--- config.mk ---
export PLATFORM = sky130hd
export DESIGN_NAME = ebn_accum
export DESIGN_NICKNAME = d
export VERILOG_FILES = /design/src/rtl/core/erb_band_feature_normalizer_unit_macros.svh /design/src/rtl/core/ebn_pkg.sv /design/src/rtl/core/ebn_accum.sv
export SDC_FILE = /design/constraint.sdc
export NUM_CORES = 2
export LEC_CHECK = 0
export ABC_CLOCK_PERIOD_IN_PS = 18950
export BUFFER_PORTS_ARGS = -buffer_cell sky130_fd_sc_hd__buf_2
export CORE_MARGIN = 2
export CORE_UTILIZATION = 30
export CTS_CLUSTER_SIZE = 16
export DETAILED_ROUTE_END_ITERATION = 8
export PLACE_DENSITY_LB_ADDON = 0.2
export RECOVER_POWER = 50
export REMOVE_ABC_BUFFERS = 1
export SETUP_SLACK_MARGIN = 0.1
export SLEW_MARGIN = 20
export SYNTH_ARGS = -nofsm -noshare
export SYNTH_HDL_FRONTEND = slang
export SYNTH_SLANG_ARGS = --single-unit
--- constraint.sdc ---
create_clock -name clk_i -period 18.95 [get_ports clk_i]
set_input_delay 0.9475 -clock clk_i [delete_from_list [all_inputs] [get_ports clk_i]]
set_output_delay 0.9475 -clock clk_i [all_outputs]
set_load 0.02 [all_outputs]
--- src/rtl/core/erb_band_feature_normalizer_unit_macros.svh ---
// ----------------------------------------------------------------------------
// erb_band_feature_normalizer_unit_macros
// Assertion macros for the ERB band feature normalizer.
// ----------------------------------------------------------------------------
`ifndef ERB_BAND_FEATURE_NORMALIZER_UNIT_MACROS_SVH
`define ERB_BAND_FEATURE_NORMALIZER_UNIT_MACROS_SVH
`ifndef NO_ASSERTIONS
`define EBN_ASSERT(lbl, clk, rstn, prop, msg) \
  lbl: assert property (@(posedge clk) disable iff (!rstn) (prop)) else $error(msg);
`define EBN_ASSERT_NEVER(lbl, clk, rstn, cond, msg) \
  lbl: assert property (@(posedge clk) disable iff (!rstn) !(cond)) else $error(msg);
`else
`define EBN_ASSERT(lbl, clk, rstn, prop, msg)
`define EBN_ASSERT_NEVER(lbl, clk, rstn, cond, msg)
`endif
`endif

--- src/rtl/core/ebn_pkg.sv ---
// ----------------------------------------------------------------------------
// ebn_pkg
// Shared types, constants and tables of the ERB band normalizer.
// ----------------------------------------------------------------------------
package ebn_pkg;
  localparam int NumBands = 32;
  localparam int BandW = $clog2(NumBands);
  localparam int MeanAw = BandW;
  localparam logic [47:0] PowerMax = 48'hFFFF_FFFF_FFFF;
  localparam logic [47:0] EpsQ44 = 48'd1759;
  localparam logic [17:0] DbPerLog2Q16 = 18'd197284;
  localparam int CfgIdxW = 2;
  localparam int CfgDataW = 16;
  localparam logic [CfgIdxW-1:0] CfgSmoothing = 2'd0;
  localparam logic [CfgIdxW-1:0] CfgDbEnable = 2'd1;
  localparam logic [CfgIdxW-1:0] CfgNormDiv = 2'd2;

  typedef struct packed {
    logic [23:0] bin_re;
    logic [23:0] bin_im;
    logic        frame_start;
  } bin_t;

  typedef struct packed {
    logic [4:0]  band_index;
    logic [15:0] band_feature;
    logic        last_band;
  } feat_t;

  // Band job handed from accumulator to normalizer.
  typedef struct packed {
    logic [BandW-1:0] band;
    logic [47:0]      power;
    logic [6:0]       width;
    logic             last;
  } job_t;

  function automatic logic [6:0] band_width(input logic [BandW-1:0] b);
    logic [6:0] w;
    unique case (b)
      5'd13, 5'd14: w = 7'd5;
      5'd15, 5'd16: w = 7'd7;
      5'd17: w = 7'd8;
      5'd18: w = 7'd10;
      5'd19: w = 7'd12;
      5'd20: w = 7'd13;
      5'd21: w = 7'd15;
      5'd22: w = 7'd18;
      5'd23: w = 7'd20;
      5'd24: w = 7'd24;
      5'd25: w = 7'd28;
      5'd26: w = 7'd31;
      5'd27: w = 7'd37;
      5'd28: w = 7'd42;
      5'd29: w = 7'd50;
      5'd30: w = 7'd56;
      5'd31: w = 7'd67;
      default: w = 7'd2;
    endcase
    return w;
  endfunction

  // Reset value of the running mean, Q8.8.
  function automatic logic [15:0] mean_reset(input logic [BandW-1:0] b);
    logic [31:0] t;
    t = 32'd15360 + (32'd15360 * 32'(b) + 32'(NumBands - 1)) / 32'(2 * (NumBands - 1));
    return 16'(-t);
  endfunction

  function automatic logic [15:0] clamp16(input logic signed [47:0] v);
    if (v > 48'sd32767) return 16'h7FFF;
    if (v < -48'sd32768) return 16'h8000;
    return v[15:0];
  endfunction
endpackage

--- src/rtl/core/ebn_accum.sv ---
// ----------------------------------------------------------------------------
// ebn_accum
// Per-band power accumulator: bin power, saturating sum, band closing.
// ----------------------------------------------------------------------------
module ebn_accum (
  input  logic                 clk_i,
  input  logic                 rst_ni,
  input  logic                 in_valid_i,
  output logic                 in_ready_o,
  input  ebn_pkg::bin_t        in_data_i,
  output logic                 job_valid_o,
  input  logic                 job_ready_i,
  output ebn_pkg::job_t        job_o
);
  typedef enum logic [1:0] {StIdle, StSq, StAdd, StJob} state_e;
  state_e state_q;
  logic [47:0] sq_re_q, sq_im_q, sum_q;
  logic [6:0] cnt_q;
  logic [ebn_pkg::BandW-1:0] band_q;
  logic fs_q;
  logic [23:0] re_q, im_q;
  logic [48:0] tot;
  logic [47:0] base;
  logic [6:0] cnt1, w;

  assign in_ready_o = (state_q == StIdle);
  assign job_valid_o = (state_q == StJob);
  assign base = fs_q ? 48'd0 : sum_q;
  assign tot = {1'b0, base} + {1'b0, sq_re_q} + {1'b0, sq_im_q};
  assign cnt1 = (fs_q ? 7'd0 : cnt_q) + 7'd1;
  assign w = ebn_pkg::band_width(fs_q ? '0 : band_q);

  always_ff @(posedge clk_i or negedge rst_ni) begin
    if (!rst_ni) begin
      state_q <= StIdle;
      sum_q <= '0;
      cnt_q <= '0;
      band_q <= '0;
      fs_q <= 1'b0;
    end else begin
      unique case (state_q)
        StIdle: if (in_valid_i) begin
          re_q <= in_data_i.bin_re;
          im_q <= in_data_i.bin_im;
          fs_q <= in_data_i.frame_start;
          state_q <= StSq;
        end
        StSq: begin
          sq_re_q <= 48'($signed(re_q) * $signed(re_q));
          sq_im_q <= 48'($signed(im_q) * $signed(im_q));
          state_q <= StAdd;
        end
        StAdd: begin
          sum_q <= tot[48] ? ebn_pkg::PowerMax : tot[47:0];
          if (fs_q) band_q <= '0;
          if (cnt1 >= w) begin
            cnt_q <= cnt1;
            state_q <= StJob;
          end else begin
            cnt_q <= cnt1;
            state_q <= StIdle;
          end
        end
        StJob: if (job_ready_i) begin
          sum_q <= '0;
          cnt_q <= '0;
          band_q <= (band_q == 5'(ebn_pkg::NumBands - 1)) ? '0 : band_q + 1'b1;
          state_q <= StIdle;
        end
        default: state_q <= StIdle;
      endcase
    end
  end

  always_comb begin
    job_o.band = band_q;
    job_o.power = sum_q;
    job_o.width = ebn_pkg::band_width(band_q);
    job_o.last = (band_q == 5'(ebn_pkg::NumBands - 1));
  end
endmodule

Yosys cells after proc, flatten, opt, wreduce, memory -nomap -nowiden

Memory sizes are Yosys's and may differ from the RTL's.
Cells that the tools add are included.
W data, S select, Z words.

Add/subtract/negate cells: 4
Multipliers: 2
Divide/modulo/power cells: 0
Order comparisons: 1
Equal/unequal tests: 6
Shift operators: 0
Mux-type cells: 15
Bitwise logic cells: 0
Reductions and logical operators: 7

Operators with widths:

| kind                  | number |
|---|---|
| $mux W48              | 3 |
| $mul A24 B24 Y48      | 2 |
| $pmux W48 S2          | 1 |
| $add A48 B48 Y49      | 1 |
| $add A49 B48 Y49      | 1 |
| $mux W5               | 3 |
| $mux W7               | 2 |
| $pmux W7 S2           | 1 |
| $pmux W5 S2           | 1 |
| $pmux W2 S4           | 1 |
| $reduce_and A2 Y1     | 4 |
| $add A7 B1 Y7 const B | 1 |
| $ge A7 B7 Y1          | 1 |
| $mux W2               | 3 |
| $add A5 B1 Y5 const B | 1 |
| $eq A5 B5 Y1 const B  | 1 |
| $eq A2 B2 Y1 const B  | 2 |
| $reduce_and A3 Y1     | 1 |
| $eq A2 B1 Y1 const B  | 1 |
| $logic_not A2 Y1      | 1 |
| $ne A2 B1 Y1 const B  | 1 |
| $ne A2 B2 Y1 const B  | 1 |
| $reduce_bool A2 Y1    | 1 |

Register bits: 207
Bits in latches: 0
Memory bits (writable): 0
ROM bits: 448
Input port bits: 53
Output and inout bits: 63
Word-level logic and storage cells: 46
Memories kept: 2

Memories:

| name             | depth | bits a word | rd ports | clocked after Yosys merged registers in | wr ports | line          | RTL |
|---|---|---|---|---|---|---|---|
| (name not given) | 32    | 7           | 1        | 0                                       | 0        | ebn_pkg.sv:40 | `unique case (b)` |
| (name not given) | 32    | 7           | 1        | 0                                       | 0        | ebn_pkg.sv:40 |  |

Longest topological paths before layout

Depth after elaboration: 5
Gate-level depth with buffers: 28
Depth with buffers taken out: 25

Least setup slack after synthesis

OpenSTA, ideal clock, no wires.

Path kind: in2reg
Start point: input rst_ni
End point: register sq_im_q[0] (enable)
Setup time: 0.681 ns
Arrival: 7.699 ns
Data required time: 18.269 ns
Path slack: 10.570 ns
Cell stages on the path: 1
Path buffers: 0
Cells stage by stage: nor3b_1

Word-level cells in the longest chain between the ends: 1

RTL lines:

| item                        | line            | RTL |
|---|---|---|
| start: declaration          | ebn_accum.sv:7  | `input logic rst_ni,` |
| $reduce_and A2 Y1 (no line) | --              |  |
| end signal: assignment      | ebn_accum.sv:50 | `sq_im_q <= 48'($signed(im_q) * $signed(im_q));` |
| end: declaration            | ebn_accum.sv:17 | `logic [47:0] sq_re_q, sq_im_q, sum_q;` |

No other way between the ends.
A chain may end at the register's enable or synchronous reset.

Worst setup path in the final report

Start point: register re_q[0]
End point: register sq_re_q[41], data pin

Word-level cells in the longest chain between the ends: 1

RTL lines:

| item                     | line            | RTL |
|---|---|---|
| start: declaration       | ebn_accum.sv:21 | `logic [23:0] re_q, im_q;` |
| start signal: assignment | ebn_accum.sv:43 | `re_q <= in_data_i.bin_re;` |
| $mul A24 B24 Y48         | ebn_accum.sv:49 | `sq_re_q <= 48'($signed(re_q) * $signed(re_q));` |
| end signal: assignment   | ebn_accum.sv:49 |  |
| end: declaration         | ebn_accum.sv:17 |  |

No other way between the ends.

==> results.json <==
{
  "synth-adder-area-share": 0.5580,
  "grt_max_degree": 66,
  "gr-total-overflow": 0,
  "drive_above_1_share": 0.03927,
  "drcViolationCount": 0,
  "cts_sinks": 205,
  "insertion_delay_ns": 0.61,
  "synth-edff-count": 142,
  "synth_area_per_cell_sq_um": 9.869,
  "rsz0062_at_grt": "false",
  "core_area_sq_um": 164400,
  "synth_top_family_by_area": "adder cells",
  "path_clk_slew_ns": 0.06,
  "status": "complete, but fails checks",
  "setup_slack_ns": 9.983,
  "synthMuxAreaShare": 0.001744,
  "top_usage_layer": "met2",
  "grtUsageMet3": 0.02379,
  "dr.pass1.iters": 5,
  "cts_buffer_depth": 3,
  "hold_class": "reg2reg",
  "synthCells": 5017,
  "grtUsageMet2": 0.2897,
  "numCtsBuffers": 31,
  "cts_tree": "done",
  "yosysWarnings": 0,
  "drt_iter0_markers": 1542,
  "cts.htree.levels": 1,
  "tightest_slew_ns": 3.555,
  "cp-start-kind": "flip-flop",
  "pin_count": 116,
  "start_util": 0.3011,
  "required_ns": 19.31,
  "synth_compound_area_frac": 0.07081,
  "die_h_um": 410.3,
  "dp_hpwl_mm": 106.7,
  "r2r_start": "re_q[0]$_DFFE_PP_",
  "hold_viol_final": 0,
  "via_per_inst": 4.509,
  "gp_congestion": 0.8226,
  "grt_pass1_vias": 37410,
  "final_antenna_net_count": 0,
  "fin_tns_setup_ns": 0,
  "fin_skew_ns": 0.02576,
  "slew_headroom": -1.370,
  "path_class": "reg2reg",
  "finalNetCount": 6634,
  "wl_per_cell_um": 17.89,
  "port_buffers": 115,
  "cts_resized": 0,
  "maxCapViolCount": 7,
  "n_fill_cell": 17230,
  "holdBufCountCts": 0,
  "synth_ff_type": "edfxtp_1",
  "num_rows": 149,
  "die-area_sq_um": 168300,
  "hp-start": "sum_q[21]$_DFFE_PN0P_",
  "root_buffer": "clkbuf_16",
  "synth-seq-area-share": 0.1180,
  "antenna_found_initial": 1,
  "synthArstFlopShare": 0.3073,
  "grt_pass1_wl_mm": 213.3,
  "use_met1": 0.2117,
  "violations": "max-capacitance violations, max-slew violations",
  "synth_xor_area_frac": 0.02742,
  "period_minus_slack_ns": 8.967,
  "area_growth_syn_to_layout_pct": 8.180,
  "reg2reg_slack_ns": 9.98,
  "synthSimpleGateAreaFrac": 0.1086,
  "synth_cell_types": 74,
  "crit_arrival_ns": 9.33,
  "fmax_mhz": 111.5,
  "routed_wl_mm": 130.3,
  "fin_crit_sh": 0.4732,
  "track_usage": 0.1622,
  "synth_seq_cells": 205,
  "syn_area_sq_um": 49510,
  "vias": 32840,
  "end_kind": "flip-flop",
  "slew_viol_final": 281,
  "setup_violations": 0,
  "dieWidth_um": 410.3,
  "dp_slack_ns": 10.42,
  "startpoint": "re_q[0]$_DFFE_PP_",
  "cp_max_fo": 26,
  "post_cts_buffers": 0
}
-- through the flow --
stage	instance area, sq um	instances	hold WS (ns)	util
floorplan	48870	4863	0.4856	-
global placement	52640	7224	0.4852	0.3201
detailed placement	52640	7224	0.4854	0.3201
CTS	53650	7281	0.2801	0.3263
global route	53560	7282	0.4718	0.3257
finish	53560	7283	0.5047	0.3258
-- sequential cells by signal, indices dropped and copies added (netlist names), 2 cells and up --
name,flops
im_q,24
state_q,2
cnt_q,7
band_q,5
re_q,24
sq_im_q,47
sum_q,48
sq_re_q,47
-- Yosys cell counts (13+ instances only) --
| master | count | area share |
|---|---|---|
| a211oi_1 | 15 | 0.0023 |
| a21o_1 | 87 | 0.013 |
| a21oi_1 | 128 | 0.013 |
| a31oi_1 | 13 | 0.0016 |
| and2_1 | 210 | 0.027 |
| and3_1 | 20 | 0.0025 |
| clkbuf_1 | 144 | 0.011 |
| dfrtp_1 | 63 | 0.032 |
| edfxtp_1 | 142 | 0.086 |
| fa_1 | 1160 | 0.47 |
| ha_1 | 352 | 0.089 |
| inv_1 | 1350 | 0.10 |
| nand2_1 | 489 | 0.037 |
| nand2b_1 | 39 | 0.0049 |
| nand3_1 | 34 | 0.0034 |
| nand4_1 | 17 | 0.0021 |
| nor2_1 | 114 | 0.0086 |
| nor2b_1 | 102 | 0.013 |
| nor3_1 | 45 | 0.0045 |
| o211ai_1 | 16 | 0.0024 |
| o21a_1 | 14 | 0.0021 |
| o21ai_0 | 82 | 0.0083 |
| o21ai_1 | 41 | 0.0041 |
| o21bai_1 | 16 | 0.0024 |
| or3_1 | 17 | 0.0021 |
| xnor2_1 | 107 | 0.019 |
| xor2_1 | 48 | 0.0085 |
-- cells in the final DEF, fill, tap and decap left out, types with 34 or more instances in the layout --
cell,n
edfxtp_1,142
nand2b_1,39
nand2_1,488
and2_1,208
clkbuf_1,64
o21ai_0,81
a21oi_1,128
fa_1,1160
nor2_1,114
a21o_1,87
nand3_1,34
xnor2_1,107
dfrtp_1,62
inv_1,1350
xor2_1,48
nor3_1,45
buf_4,51
ha_1,352
buf_2,60
nor2b_1,102
o21ai_1,41
-- worst max-delay path, cell delays in order, from the launching register on --
cell and delay [ns]:
edfxtp_1 0.33, clkbuf_1 1.14, nand2_1 0.38, fa_1 0.59, fa_1 0.54, inv_1 0.06
fa_1 0.54, inv_1 0.05, fa_1 0.51, inv_1 0.06, fa_1 0.50, fa_1 0.49
inv_1 0.05, fa_1 0.49, inv_1 0.05, ha_1 0.38, nand3_1 0.14, o21ai_0 0.08
a2111oi_1 0.74, a211oi_1 0.39, o41ai_1 0.64, o21ai_0 0.24, a21oi_1 0.21, xnor2_1 0.08
-- cell type report --
class	count	area (sq um)	area share
multi-input combinational	3308	37980	0.7090
clock buffer	36	814.5	0.01521
sequential	205	5842	0.1091
timing repair buffer	173	927.1	0.01731
antenna	1	2.502	0.00004672
clock inverter	21	196.4	0.003667
tap	2189	2739	0.05113
inverter	1350	5067	0.09460
-- layer usage --
metal  wire length, um  vias up
met3              5983       96
li1                  -    15190
met1             56160    17110
met5                 0        -
met2             66350      450
met4              1767        0
-- final timing paths --
path | endpoint | cells past startpoint
setup / recovery | sq_re_q[41]$_DFFE_PP_ | 23
hold / removal | sum_q[21]$_DFFE_PN0P_ | 2
setup reg to reg | sq_re_q[41]$_DFFE_PP_ | 23
hold reg to reg | sum_q[21]$_DFFE_PN0P_ | 2
max in group asynchronous | sum_q[45]$_DFFE_PN0P_ | 2
min in group asynchronous | cnt_q[3]$_DFFE_PN0P_ | 1
-- logic make-up after synthesis --
logic type / count (synthesis)
AND/OR/NAND/NOR: 1110
buffers and inverters: 1505
other: 1
AO/OA/AOI/OAI: 521
multiplexers: 8
XOR/XNOR: 155
adder cells (fa/ha/maj): 1512
flip-flops: 205
Power is left out: the tool's default activity adds up to more than one toggle a clock period on the data nets, which glitch-free logic cannot reach.
