$ cat config.mk
export PLATFORM = sky130hd
export DESIGN_NAME = ebn_norm
export DESIGN_NICKNAME = d
export VERILOG_FILES = /design/src/rtl/core/ebn_pkg.sv /design/src/rtl/core/ebn_norm.sv
export VERILOG_INCLUDE_DIRS = /design/src /design/src/rtl/core
export SDC_FILE = /design/constraint.sdc
export NUM_CORES = 2
export LEC_CHECK = 0
export ABC_AREA = 1
export BUFFER_PORTS_ARGS = -buffer_cell sky130_fd_sc_hd__clkbuf_2
export CORE_ASPECT_RATIO = 0.8
export CORE_MARGIN = 4
export CORE_UTILIZATION = 37
export DETAILED_ROUTE_END_ITERATION = 12
export PLACE_DENSITY = 0.5
export SETUP_SLACK_MARGIN = 0.2
export SLEW_MARGIN = 20
export SYNTH_ARGS = -nofsm -noshare
export SYNTH_HDL_FRONTEND = slang
export SYNTH_SLANG_ARGS = --single-unit
$ cat constraint.sdc
create_clock -name clk_i -period 16.6 [get_ports clk_i]
set_clock_uncertainty 0.15 [all_clocks]
set_input_delay 3.32 -clock clk_i [delete_from_list [all_inputs] [get_ports clk_i]]
set_output_delay 3.32 -clock clk_i [all_outputs]
set_load 0.01 [all_outputs]
$ cat src/rtl/core/erb_band_feature_normalizer_unit_macros.svh
// ----------------------------------------------------------------------------
// erb_band_feature_normalizer_unit_macros
// Assertion macros for the ERB band feature normalizer.
// ----------------------------------------------------------------------------
`ifndef ERB_BAND_FEATURE_NORMALIZER_UNIT_MACROS_SVH
`define ERB_BAND_FEATURE_NORMALIZER_UNIT_MACROS_SVH
`ifndef NO_ASSERTIONS
`define EBN_ASSERT(lbl, clk, rstn, prop, msg) \
  lbl: assert property (@(posedge clk) disable iff (!rstn) (prop)) else $error(msg);
`define EBN_ASSERT_NEVER(lbl, clk, rstn, cond, msg) \
  lbl: assert property (@(posedge clk) disable iff (!rstn) !(cond)) else $error(msg);
`else
`define EBN_ASSERT(lbl, clk, rstn, prop, msg)
`define EBN_ASSERT_NEVER(lbl, clk, rstn, cond, msg)
`endif
`endif

$ cat src/rtl/core/ebn_pkg.sv
// ----------------------------------------------------------------------------
// ebn_pkg
// Shared types, constants and tables of the ERB band normalizer.
// ----------------------------------------------------------------------------
package ebn_pkg;
  localparam int NumBands = 32;
  localparam int BandW = $clog2(NumBands);
  localparam int MeanAw = BandW;
  localparam logic [47:0] PowerMax = 48'hFFFF_FFFF_FFFF;
  localparam logic [47:0] EpsQ44 = 48'd1759;
  localparam logic [17:0] DbPerLog2Q16 = 18'd197284;
  localparam int CfgIdxW = 2;
  localparam int CfgDataW = 16;
  localparam logic [CfgIdxW-1:0] CfgSmoothing = 2'd0;
  localparam logic [CfgIdxW-1:0] CfgDbEnable = 2'd1;
  localparam logic [CfgIdxW-1:0] CfgNormDiv = 2'd2;

  typedef struct packed {
    logic [23:0] bin_re;
    logic [23:0] bin_im;
    logic        frame_start;
  } bin_t;

  typedef struct packed {
    logic [4:0]  band_index;
    logic [15:0] band_feature;
    logic        last_band;
  } feat_t;

  // Band job handed from accumulator to normalizer.
  typedef struct packed {
    logic [BandW-1:0] band;
    logic [47:0]      power;
    logic [6:0]       width;
    logic             last;
  } job_t;

  function automatic logic [6:0] band_width(input logic [BandW-1:0] b);
    logic [6:0] w;
    unique case (b)
      5'd13, 5'd14: w = 7'd5;
      5'd15, 5'd16: w = 7'd7;
      5'd17: w = 7'd8;
      5'd18: w = 7'd10;
      5'd19: w = 7'd12;
      5'd20: w = 7'd13;
      5'd21: w = 7'd15;
      5'd22: w = 7'd18;
      5'd23: w = 7'd20;
      5'd24: w = 7'd24;
      5'd25: w = 7'd28;
      5'd26: w = 7'd31;
      5'd27: w = 7'd37;
      5'd28: w = 7'd42;
      5'd29: w = 7'd50;
      5'd30: w = 7'd56;
      5'd31: w = 7'd67;
      default: w = 7'd2;
    endcase
    return w;
  endfunction

  // Reset value of the running mean, Q8.8.
  function automatic logic [15:0] mean_reset(input logic [BandW-1:0] b);
    logic [31:0] t;
    t = 32'd15360 + (32'd15360 * 32'(b) + 32'(NumBands - 1)) / 32'(2 * (NumBands - 1));
    return 16'(-t);
  endfunction

  function automatic logic [15:0] clamp16(input logic signed [47:0] v);
    if (v > 48'sd32767) return 16'h7FFF;
    if (v < -48'sd32768) return 16'h8000;
    return v[15:0];
  endfunction
endpackage

$ cat src/rtl/core/ebn_norm.sv
// ----------------------------------------------------------------------------
// ebn_norm
// Band mean, log, running-mean memory update and feature division.
// ----------------------------------------------------------------------------
`include "erb_band_feature_normalizer_unit_macros.svh"
module ebn_norm (
  input  logic                 clk_i,
  input  logic                 rst_ni,
  input  logic                 job_valid_i,
  output logic                 job_ready_o,
  input  ebn_pkg::job_t        job_i,
  input  logic [15:0]          alpha_i,
  input  logic                 db_en_i,
  input  logic [7:0]           div_i,
  output logic                 out_valid_o,
  input  logic                 out_ready_i,
  output ebn_pkg::feat_t       out_o
);
  typedef enum logic [3:0] {
    StIdle, StClr, StDiv, StLogN, StLogSq, StLogChk, StDbMul, StX, StMul, StNm, StFdiv, StOut
  } state_e;
  state_e state_q;

  // Running mean memory, one read port, one write port, registered read.
  logic [15:0] mem_q [2**ebn_pkg::MeanAw];
  logic [15:0] rd_q;
  logic        we;
  logic [ebn_pkg::MeanAw-1:0] wa;
  logic [15:0] wd;
  logic [ebn_pkg::MeanAw-1:0] clr_q;

  logic [47:0] rem_q, quo_q;
  logic [6:0]  dcnt_q;
  logic [47:0] q;
  logic [5:0]  e_q;
  logic [31:0] y_q;
  logic [63:0] ysq_q;
  logic [4:0]  it_q;
  logic [15:0] f_q;
  logic signed [22:0] d_q;
  logic signed [41:0] prod_q;
  logic signed [15:0] x_q, nm;
  logic signed [33:0] aprod_q;
  logic signed [20:0] num_q;
  logic [20:0] mag_q, fq_q;
  logic        neg_q;
  logic [7:0]  dv_q;
  logic [4:0]  fcnt_q;
  ebn_pkg::job_t job_q;
  logic [5:0]  lz;
  logic [47:0] xs;
  logic signed [41:0] rnd;
  logic signed [17:0] diff;
  logic signed [33:0] arnd;
  logic [21:0] fres;

  assign job_ready_o = (state_q == StIdle);
  assign out_valid_o = (state_q == StOut);
  assign q = quo_q + ebn_pkg::EpsQ44;

  always_comb begin
    lz = '0;
    for (int i = 0; i < 48; i++) if (q[i]) lz = 6'(i);
  end
  assign xs = (lz >= 6'd30) ? (q >> (lz - 6'd30)) : (q << (6'd30 - lz));
  assign rnd = prod_q + 42'sd8388608;
  assign diff = 18'($signed(rd_q)) - 18'(x_q);
  assign arnd = aprod_q + 34'sd32768;

  always_ff @(posedge clk_i) begin
    if (we) mem_q[wa] <= wd;
    rd_q <= mem_q[job_q.band];
  end

  always_comb begin
    we = 1'b0;
    wa = job_q.band;
    wd = nm;
    if (state_q == StClr) begin
      we = 1'b1;
      wa = clr_q;
      wd = ebn_pkg::mean_reset(clr_q);
    end else if (state_q == StNm) begin
      we = 1'b1;
    end
  end

  always_ff @(posedge clk_i or negedge rst_ni) begin
    if (!rst_ni) begin
      state_q <= StClr;
      clr_q <= '0;
      it_q <= '0;
      fcnt_q <= '0;
    end else begin
      unique case (state_q)
        StClr: begin
          clr_q <= clr_q + 1'b1;
          if (clr_q == 5'(ebn_pkg::NumBands - 1)) state_q <= StIdle;
        end
        StIdle: if (job_valid_i) begin
          job_q <= job_i;
          quo_q <= job_i.power;
          rem_q <= '0;
          dcnt_q <= '0;
          it_q <= '0;
          dv_q <= (div_i == 8'd0) ? 8'd1 : div_i;
          state_q <= StDiv;
        end
        StDiv: begin
          // restoring divide, one quotient bit per cycle
          if ({rem_q, quo_q[47]} >= {42'd0, job_q.width}) begin
            rem_q <= 48'({rem_q, quo_q[47]} - {42'd0, job_q.width});
            quo_q <= {quo_q[46:0], 1'b1};
          end else begin
            rem_q <= {rem_q[46:0], quo_q[47]};
            quo_q <= {quo_q[46:0], 1'b0};
          end
          dcnt_q <= dcnt_q + 1'b1;
          if (dcnt_q == 7'd47) state_q <= db_en_i ? StLogN : StX;
        end
        StLogN: begin
          e_q <= lz;
          y_q <= xs[31:0];
          f_q <= '0;
          it_q <= '0;
          state_q <= StLogSq;
        end
        StLogSq: begin
          ysq_q <= 64'(y_q) * 64'(y_q);
          state_q <= StLogChk;
        end
        StLogChk: begin
          if (ysq_q[61]) begin
            y_q <= 32'(ysq_q >> 31);
            f_q[15 - it_q[3:0]] <= 1'b1;
          end else begin
            y_q <= 32'(ysq_q >> 30);
          end
          it_q <= it_q + 1'b1;
          state_q <= (it_q == 5'd15) ? StDbMul : StLogSq;
        end
        StDbMul: begin
          d_q <= $signed({1'b0, e_q, f_q}) - 23'sd2883584;
          state_q <= StMul;
          it_q <= '0;
        end
        StMul: begin
          if (it_q == 5'd0) begin
            prod_q <= d_q * $signed({1'b0, ebn_pkg::DbPerLog2Q16});
            it_q <= 5'd1;
          end else begin
            x_q <= ebn_pkg::clamp16(48'(rnd >>> 24));
            state_q <= StX;
            it_q <= '0;
          end
        end
        StX: begin
          if (!db_en_i && it_q == 5'd0) x_q <= ebn_pkg::clamp16({36'd0, quo_q[47:36]});
          if (it_q == 5'd0) begin
            it_q <= 5'd1;
          end else begin
            aprod_q <= $signed({1'b0, alpha_i}) * diff;
            it_q <= '0;
            state_q <= StNm;
          end
        end
        StNm: begin
          state_q <= StFdiv;
        end
        StFdiv: begin
          if (fcnt_q == 5'd0 && it_q == 5'd0) begin
            num_q <= (21'(x_q) - 21'(nm)) <<< 4;
            it_q <= 5'd1;
          end else if (it_q == 5'd1) begin
            neg_q <= num_q[20];
            mag_q <= num_q[20] ? 21'(-num_q) : 21'(num_q);
            fq_q <= '0;
            num_q <= '0;
            it_q <= 5'd2;
          end else begin
            if ({num_q[19:0], mag_q[20]} >= {13'd0, dv_q}) begin
              num_q <= {num_q[19:0], mag_q[20]} - {13'd0, dv_q};
              fq_q <= {fq_q[19:0], 1'b1};
            end else begin
              num_q <= {num_q[19:0], mag_q[20]};
              fq_q <= {fq_q[19:0], 1'b0};
            end
            mag_q <= {mag_q[19:0], 1'b0};
            fcnt_q <= fcnt_q + 1'b1;
            if (fcnt_q == 5'd20) begin
              fcnt_q <= '0;
              it_q <= '0;
              state_q <= StOut;
            end
          end
        end
        StOut: if (out_ready_i) state_q <= StIdle;
        default: state_q <= StIdle;
      endcase
      if (state_q == StIdle) fcnt_q <= '0;
    end
  end

  // new mean, from the registered alpha product
  always_comb begin
    nm = ebn_pkg::clamp16(48'(x_q) + 48'(arnd >>> 16));
  end

  assign fres = {1'b0, fq_q};
  always_comb begin
    out_o.band_index = job_q.band;
    out_o.last_band = job_q.last;
    out_o.band_feature = ebn_pkg::clamp16(neg_q ? -48'(fres) : 48'(fres));
  end

  `EBN_ASSERT(a_out_idle_excl, clk_i, rst_ni, !(out_valid_o && job_ready_o), "out while idle")
  `EBN_ASSERT(a_out_hold, clk_i, rst_ni, (out_valid_o && !out_ready_i) |=> out_valid_o, "drop")
  `EBN_ASSERT_NEVER(a_clr_job, clk_i, rst_ni, (state_q == StClr) && job_ready_o, "ready in clear")
endmodule

# Yosys cells after proc, flatten, opt, wreduce, memory -nomap -nowiden
# Memory sizes are Yosys's and may differ from the RTL's. A register that Yosys moved wholly into a read port is not among the register bits.
# Index checks and enable logic that the tools add are counted.
# classes
eq_ne,30
shift,2
add_sub_neg,21
bitwise_logic,3
div_mod_pow,1
multipliers,4
n_reduce_logical,32
mux,126
order_cmp,11
# op_table
cell,count
$mux 16,16
$mux 6,42
$mux 48,4
$pmux 48 s2,2
$mux 21,5
$mux 32,2
$pmux 16 s2,2
$pmux 32 s2,1
$mul 32x32->63,1
$mux 5,10
$ge 49x7->1,1
$add 48x11->48 const B,1
$gt 48x16->1 const B,1
$lt 48x16->1 const B,1
$neg 21->48,1
$pmux 4 s12,1
$shl 48x6->32,1
$shr 48x6->32,1
$sub 48x7->48,1
$add 42x25->42 const B,1
$mul 23x17->40 const B,1
$mux 4,9
$add 34x17->34 const B,1
$mul 17x17->34,1
55 further kinds,123
# totals
reg_bits,437
output_inout_bits,24
mem_bits_rw,512
wordCells,256
memories,1
romBits,0
latchBits,0
input_bits,90
# memory_table
memory,words,word_bits,rd,rd_clocked_by_memory_dff,wr,line,rtl
mem_q,32,16,1,1,1,ebn_norm.sv:25,logic [15:0] mem_q [2**ebn_pkg::MeanAw];

# Longest topological paths before layout
# logic_depth
word_depth,52
depth_mapped,103
ltp_nobuf,99

# Least setup slack after synthesis
# Ideal clock, no wire load.
# synth_timing
kind,flip-flop to flip-flop
startpoint,reg clr_q[0] (netlist name)
endpoint,"mem mem_q[0][8], data pin"
t_required_ns,15.996
setup_slack_ns,2.988
setup_ns,0.454
path_buffers,5
t_arrival_ns,13.008
synth_period_minus_slack_ns,13.612
path_stages_with_launch,95
cell_sequence,dfrtp_1 fa_1 fa_1 inv_1 fa_1 inv_1 nand2_1 nand2_1 nand2_1 nand2_1 nand2_2 nor2_4 nand2_1 nand2_2 nand2_2 nand3_2 nand2_2 nand2_2 [59 not listed] nand2_2 nor2_4 nand2_2 nor2_8 inv_2 a21oi_2 nand2_1 nor2_2 nand2_2 inv_2 ha_1 nand2_1 inv_1 nand2_1 inv_1 nand3_1 xor2_1 o21ai_0
# synth_between
elab_chain_cells,6
# synth_rtl
element,line,rtl
from (decl),ebn_norm.sv:30,logic [ebn_pkg::MeanAw-1:0] clr_q;
from (signal assigned),ebn_norm.sv:97,clr_q <= clr_q + 1'b1;
$mul 4x5->9,ebn_pkg.sv:66,t = 32'd15360 + (32'd15360 * 32'(b) + 32'(NumBands - 1)) / 32'(2 * (NumBands - 1));
$add 19x5->20,ebn_pkg.sv:66,
$div 32x6->32,ebn_pkg.sv:66,
$add 14x16->16,ebn_pkg.sv:66,
$neg 16->16,ebn_pkg.sv:67,return 16'(-t);
$mux 16,ebn_norm.sv:79,if (state_q == StClr) begin
named net wd[8],ebn_norm.sv:29,logic [15:0] wd;
to (decl),ebn_norm.sv:25,
# The timed path passes the listed nets, and every way through them passes these cells.

# Final worst setup path
# layout_timing
startpoint,reg clr_q[0] (netlist name)
endpoint,"mem mem_q[24][12], data pin"
# The elaborated chain is that of the path after synthesis.

==> results.txt <==
Floorplan row count - 163
CTS tree - yes
Reg area - 26,700 um^2
Post-synth net total - 12,100
Synthesized flop and latch total - 899
Slew headroom - 20.0%
Synthesis-to-finish area growth - 8.47%
Clock tree buffer depth - 3
Ports - 114
Unique masters post-synth - 68
CTS Hold Buffers Added - 0
Worst Setup SP - clr_q[0]$_DFFE_PN0P_
Tightest Pin Transition - 1.20 ns
Status - completed
Layout cell share with drive strength beyond 1 - 5.83%
Initial antenna violation count - 12
First-pass GRT wire length - 419,000 um
Syn_area_per_cell - 8.98 um^2
Final Routed Wirelength - 269,000 um
Min cycle time layout - 14.74 ns
CTS buffer count - 96
Most frequent cell after synthesis - inv_1
Synth top cells by count - 2,159 x inv_1, 1,741 x nand2_1, 1,107 x fa_1
CP dominant cell by count - nand2_1
Synth top area share - 28.3%
Reg2Reg Launch Point - clr_q[0]$_DFFE_PN0P_
CTS sink count - 899
Final setup violation count - 0
Die W - 564 um
Max-cap violations - 0
Clock Latency Late Sink - 0.78 ns
GPL Wtd Cong - 0.877
Syn Inst Count - 10,200
Filler instances - 24,800
Post-Syn Area - 91,500 um^2
Largest net degree at the start of global routing - 129
DR WL/cell - 19.9 um
Crit-path slowest cell - fa_1
Count of input and output buffers - 113
Post-synth EDFFs - 864
Final worst slack - 1.86 ns
Syn. warnings - 0
Max Slew Vio Count - 0
Crit path required time - 16.96 ns
Crit share post-route - 88.8%
CTS H-Tree Depth - 3
Synth async-reset ratio - 2.11%
Achievable clock frequency - 67.8 MHz
RSZ-0062 raised after global routing - no
Synth area leader - edfxtp_1
Register area share after synthesis - 29.2%
Fin. Hold Viols - 0
Final setup TNS - 0 ns
CP Class - register to register
Residual DRC - 0
Initial DRC count - 5,586
Grt ovf - 0
Synth area leaders - edfxtp_1 28%, fa_1 24%, ha_1 9.6%
HP Start - f_q[9]$_SDFFCE_PN0P_
Root Driver - clkbuf_16
DRT Pass-1 Iters - 6
Post-DRT Antenna Nets - 0
DIE AREA - 255,000 um^2
Max FO, Critical Path - 32
Worst setup EP type - register
Total GRT Usage - 21.2%
DP Wirelength - 201,000 um
Initial Util - 37.2%
Die Ht - 453 um
Dominant synthesized flop cell - edfxtp_1
Post-layout util - 40.3%
Clock transition at path regs - 0.08 ns
Hold WC Path Type - register to register
Core ar. - 246,000 um^2
Vias - 67,900
CP max stage delay - 0.55 ns
Dpl ws - 0.985 ns
CP arrival - 15.11 ns
Startpoint Class - register
Area occupied by multi-input gates - 55,300 um^2
Number of global-route vias before repair - 69,500
Hold slack - 0.279 ns
# nets final - 12,100
Vias/cell - 5.01
[path summary, 6_finish.rpt]
check,cells after the start,slack (ns),endpoint
worst max register to register,94,1.86,mem_q[24][12]$_DFFE_PP_
min in group asynchronous,1,2.44,clr_q[3]$_DFFE_PN0P_
worst max-delay path,94,1.86,mem_q[24][12]$_DFFE_PP_
worst min-delay path,0,0.28,d_q[9]$_DFFE_PP_
max in group asynchronous,1,13.32,fcnt_q[3]$_DFFE_PN0P_
worst min register to register,0,0.28,d_q[9]$_DFFE_PP_
[per-stage QoR]
stage / cells / cell area [um^2]
after floorplan: 10200 / 91500
after global placement: 13400 / 95900
after detailed placement: 13400 / 95900
after CTS: 13500 / 99200
after global routing: 13500 / 99300
final: 13500 / 99300
[layer usage]
metal / track usage (%) / vias up / routed length, um
met5: 0 / - / 9
met4: 4.22 / 2 / 5420
met3: 3.49 / 279 / 16100
met2: 31.3 / 1739 / 114000
met1: 32.6 / 33700 / 134000
li1: - / 32200 / -
[layout make-up]
cell class,instances,area share [%]
Clock buffer,129,2.58
Inverter,2182,8.26
Antenna cell,2,0.00504
Clock inverter,48,0.720
Tap cell,3300,4.16
Multi-Input combinational cell,6734,55.7
Sequential cell,899,26.9
Timing Repair Buffer,253,1.66
[placed cells by master, fill, tap and decap left out, types with 21 or more instances in the layout]
| cell | Yosys | final |
|---|---|---|
| inv_1 | 2159 | 2153 |
| nand2_1 | 1741 | 1740 |
| fa_1 | 1107 | 1107 |
| nor2_1 | 898 | 888 |
| edfxtp_1 | 864 | 864 |
| ha_1 | 702 | 701 |
| o21ai_0 | 708 | 699 |
| a21oi_1 | 282 | 280 |
| nand3_1 | 268 | 268 |
| xor2_1 | 207 | 206 |
| buf_4 | 8 | 136 |
| clkbuf_2 | 0 | 113 |
| xnor2_1 | 103 | 102 |
| o221ai_1 | 101 | 101 |
| clkbuf_16 | 0 | 96 |
| nor3_1 | 74 | 70 |
| nand4_1 | 63 | 63 |
| o22ai_1 | 62 | 62 |
| a31oi_1 | 61 | 60 |
| or2_2 | 39 | 39 |
| nand2_2 | 36 | 37 |
| clkbuf_1 | 348 | 29 |
| nor4_1 | 28 | 28 |
| nand3_2 | 22 | 21 |
[flip-flops by register name (all words and copies together) (netlist names), 4 cells and up]
signal and cells:
x_q 16, ysq_q 33, job_q 7, mem_q 512, d_q 23, fcnt_q 5, it_q 5, prod_q 19
out_o 6, num_q 21, aprod_q 19, e_q 6, rd_q 16, state_q 4, f_q 16, quo_q 48
clr_q 5, rem_q 48, dcnt_q 7, dv_q 8, fq_q 21, mag_q 21, y_q 32
[critical path: cells and delay by family, from the launching register on]
kind | cells | cell delay [ns]
simple gates | 64 | 8.23
flops | 1 | 0.50
buf+inv | 15 | 1.46
xor+xnor | 2 | 0.32
compound gates | 2 | 0.34
fa+ha+maj | 11 | 3.43
[cell families after synthesis]
family	count (synthesis)	share of synthesized area [%]
AOI/OAI and AO/OA	1372	8.59
buffers and inverters	2564	10.6
DFF	899	29.2
and+or+nand+nor	3226	14.6
adders and majority gates	1809	33.8
xor gates and xnor gates	310	2.97
muxes	17	0.187
[timing repair]
item	in CTS	in global routing
setup buffers	0	5
setup endpoints to repair	0	256
resized for setup	0	11
Power is left out: the tool's default activity adds up to more than one toggle a clock period on the data nets, which glitch-free logic cannot reach.
